### config.mk
export PLATFORM = sky130hd
export DESIGN_NAME = ffbt_ram
export DESIGN_NICKNAME = d
export VERILOG_FILES = /design/src/sv/ffbt_pkg.sv /design/src/sv/ffbt_ram.sv
export SDC_FILE = /design/constraint.sdc
export NUM_CORES = 1
export LEC_CHECK = 0
export ABC_AREA = 1
export ABC_CLOCK_PERIOD_IN_PS = 1700
export BUFFER_PORTS_ARGS = -buffer_cell sky130_fd_sc_hd__clkbuf_2
export CAP_MARGIN = 20
export CORE_ASPECT_RATIO = 0.7
export CORE_MARGIN = 3
export CORE_UTILIZATION = 40
export CTS_CLUSTER_SIZE = 14
export DETAILED_ROUTE_END_ITERATION = 8
export PLACE_DENSITY_LB_ADDON = 0.25
export SLEW_MARGIN = 20
export SYNTH_ARGS = -nofsm -noshare
export SYNTH_HDL_FRONTEND = slang
export SYNTH_SLANG_ARGS = --single-unit
export TNS_END_PERCENT = 20
### constraint.sdc
create_clock -name clk -period 1.7 [get_ports clk]
set_input_delay 0.085 -clock clk [delete_from_list [all_inputs] [get_ports clk]]
set_output_delay 0.085 -clock clk [all_outputs]
set_load 0.02 [all_outputs]
### src/sv/ffbt_pkg.sv
// ----------------------------------------------------------------------------
// ffbt_pkg
// Shared widths, request and status codes and controller states of the
// first-fit bin table.
// ----------------------------------------------------------------------------
package ffbt_pkg;

	localparam int unsigned SLOTS_DEF = 256;

	localparam int REQ_W    = 2;
	localparam int SPACE_W  = 32;
	localparam int DISK_W   = 16;
	localparam int TSLOT_W  = 8;
	localparam int STATUS_W = 2;
	localparam int RSLOT_W  = 8;

	localparam logic [REQ_W-1:0] REQ_INSERT = 2'd0;
	localparam logic [REQ_W-1:0] REQ_DELETE = 2'd1;
	localparam logic [REQ_W-1:0] REQ_SEARCH = 2'd2;

	localparam logic [STATUS_W-1:0] ST_OK        = 2'd0;
	localparam logic [STATUS_W-1:0] ST_NOT_FOUND = 2'd1;
	localparam logic [STATUS_W-1:0] ST_FULL      = 2'd2;
	localparam logic [STATUS_W-1:0] ST_NOT_LIVE  = 2'd3;

	typedef enum logic [2:0] {
		S_IDLE,
		S_DEL,
		S_UP,
		S_ROOT,
		S_DESC,
		S_DISK,
		S_RESP
	} ctrl_state_t;

endpackage

### src/sv/ffbt_ram.sv
// ----------------------------------------------------------------------------
// ffbt_ram
// Simple dual-port synchronous RAM: one write port, one read port, registered
// read data.
// ----------------------------------------------------------------------------
module ffbt_ram import ffbt_pkg::*; #(
	parameter int unsigned WIDTH = 8,
	parameter int unsigned DEPTH = 2,
	parameter int unsigned AW    = 1
) (
	input  logic             clk,
	input  logic             we,
	input  logic [AW-1:0]    waddr,
	input  logic [WIDTH-1:0] wdata,
	input  logic [AW-1:0]    raddr,
	output logic [WIDTH-1:0] rdata
);

	logic [WIDTH-1:0] mem [DEPTH];
	logic [WIDTH-1:0] rdata_q;

	always_ff @(posedge clk) begin
		if (we) begin
			mem[waddr] <= wdata;
		end
	end

	always_ff @(posedge clk) begin
		rdata_q <= mem[raddr];
	end

	assign rdata = rdata_q;

endmodule

==> impl_results.md <==
* Status: completed
* Post-synthesis register bit count at 24
* Largest area contributor in the netlist: edfxtp_1
* RSZ-0062 raised after global routing: false
* Min-Delay Path Class: primary input to flop
* Hold Startpoint: raddr
* Slew HR at 57.8%
* Switching share of power at 21.3%
* Vias per cell at 4.25
* Vias in the first global route at 372
* Sequential power share at 67.4%
* Share of layout cells above drive strength 1 at 27.7%
* Antenna viol nets, final at 0
* Full die area at 2470 um^2
* Root Buffer: clkbuf_4
* CTS Sinks at 24
* Area grow syn2layout at 28.0%
* Core box area at 1680 um^2
* Ranking of synthesized cells by area: edfxtp_1 (63%), dfxtp_1 (21%), nand2_1 (12%), buf_6 (1.5%), inv_1 (0.99%)
* Worst Hold Depth at 3
* H-tree Lvls at 1
* Post-cts sizing count at 0
* GR Overflow Total at 0
* WL/cell at 9.97 um
* Design Power at 1.00 mW
* First-pass GRT wire length at 1.68 mm
* Worst-path clk slew at 0.11 ns
* R2r startpoint: mem[0][2]$_DFFE_PP_
* Pwr Density at 1030 nW/um^2
* Layout Cells excl Fill at 104
* Area post-placement at 871 um^2
* Sequential fraction of the synthesis area at 84.2%
* Max clock buf depth at 2
* Post-route cell area at 973 um^2
* TritonCTS clock tree: yes
* Yosys cell types at 7
* Initial Util at 45.2%
* I/O Buffers at 19
* Worst path top cell family by delay: flip-flops
* Crit-path slowest cell: dfxtp_1
* Via Count at 442
* Arr. time, crit path at 0.78 ns
* Worst hold endpoint: rdata[0]$_DFF_P_
* Maxcap violations at 0
* Post-Syn Instances at 54
* Placed cells at 93
* Fmax at 1160 MHz
* Largest net degree at the start of global routing at 13
* Post-Syn Area at 761 um^2
* Slew @ Worst Pin at 0.631 ns
* Gp weighted congestion at 0.626
* Worst ir drop on vdd at 0.577 mV
* Yosys top cell area share at 63.2%
* Buffer and inverter count on the worst path at 1
* Internal at 0.790 mW
* Yosys Warn Count at 0
* Die extent in y at 42.5 um
* Startpoint types: flop
* Final Skew at 0.000879 ns
* Reg2reg setup slack at 1.10 ns
* Cell with the most instances after synthesis: nand2_1
* Slowest Stage Delay on Critical Path at 0.32 ns
* Syn avg cell area at 14.1 um^2
* Drt first pass iters at 2
* DRC viols at 0
* Syn nets at 66
* Slew Viols, Final at 0
* Worst-path fanout max at 1
* Crit-path cells: clkbuf_2
* NetSw at 0.214 mW
* 1st-iter DRT viols at 2
* Num ports at 20
* Setup CP Type: flop to primary output
* Overall routed net length at 1.04 mm
* EDFF count, synth at 16
* Top FF cell, synth: edfxtp_1
* Clock Latency Late Sink at 0.30 ns
* Worst path required time at 1.62 ns
* Die W at 58.1 um
* Share of synthesized flip-flops with an asynchronous set or reset at 0%
* Final setup fails at 0
* Hold Vio Cnt, Final at 0
* Combinational Power Share at 9.6%
* Setup_tns at 0 ns
* Clock network fraction of total power at 23.0%
* Period utilisation layout at 50.9%
* CP Capture Type: primary output
* Initial antenna violation count at 0
* Top post-synthesis cells by count: nand2_1 (25), edfxtp_1 (16), dfxtp_1 (8)
* Cells on worst reg2reg path at 2
* P_leak at 0.436 nW
* Period minus WS final at 0.865 ns
* CTS Buf Count at 3
* Tot GR Track Use at 9.94%
* Layout net count at 97
* Worst r2r dst: rdata[2]$_DFF_P_
* Number of diodes at 0
* Std-Cell Rows at 12
* Post-DP HPWL at 724 um
## worst reg2reg max path: stages, from the launching register on
cell      delay (ns)
edfxtp_1        0.39
nand2_1         0.08
nand2_1         0.05
## power groups by stage
stage                     Sequential, mW  Clock (mW)  Combinational, mW
after floorplan                    0.712           0             0.0270
after global placement             0.690           0             0.0825
after detailed placement           0.691           0             0.0840
after CTS                          0.677       0.238             0.0981
after global routing               0.682       0.263              0.108
final                              0.677       0.231             0.0964
## worst max path at each step
stage / from / to / slack (ns) / cells past startpoint
floorplan: we / mem[0][0]$_DFFE_PP_ / 0.86 / 2
global placement: we / mem[0][4]$_DFFE_PP_ / 0.67 / 3
detailed placement: we / mem[0][4]$_DFFE_PP_ / 0.60 / 3
CTS: rdata[5]$_DFF_P_ / rdata[5] / 0.82 / 1
global route: rdata[2]$_DFF_P_ / rdata[2] / 0.76 / 1
finish: rdata[4]$_DFF_P_ / rdata[4] / 0.83 / 1
## cells by family (layout without fill, tap and decap cells)
logic type    after synthesis  count (layout)  synth area share, %
flops                      24              24                 84.2
buf+inv                     4              33                 2.96
simple gates               26              26                 12.8
## sequential cells by signal (all words and copies together), names as in the netlist
name   flops
rdata      8
mem       16
## metal layers
layer / share of wire, % / track usage (%) / up-vias
met4: 1.3 / 4.17 / 0
met5: 0 / 0 / -
li1: - / - / 234
met2: 52 / 16.0 / 14
met3: 8.3 / 5.54 / 3
met1: 38 / 10.7 / 191
## layout by cell type, fill, tap and decap left out
cell / count
clkbuf_4: 3
clkbuf_2: 19
nor2_1: 1
inv_2: 1
edfxtp_1: 16
dfxtp_1: 8
inv_1: 2
dlygate4sd3_1: 8
nand2_1: 25
## layout make-up
cell class	count	area, um^2
fillers	145	708
well taps	21	26.3
inverters	3	11.3
clock buffers	3	22.5
flip-flops and latches	24	641
repair buffers	27	175
multi-input cells	26	97.6
## per-stage QoR
stage          hold WS, ns  utilization (%)  worst slack [ns]
3_5_place_dp         0.278             51.8             0.596
3_3_place_gp         0.281             51.8             0.669
5_1_grt              0.113             57.9             0.758
2_1_floorplan        0.184                -             0.855
6_report             0.115             57.9             0.835
4_1_cts              0.103             57.9             0.817
## what timing repair did
action                                  in CTS  in global routing
endpoints found under the setup margin       0                  0
endpoints found under the hold margin       16                  0
hold buffers                                 8                  0
buffers inserted                             0                  0
Power figures use the tool's default switching activity.
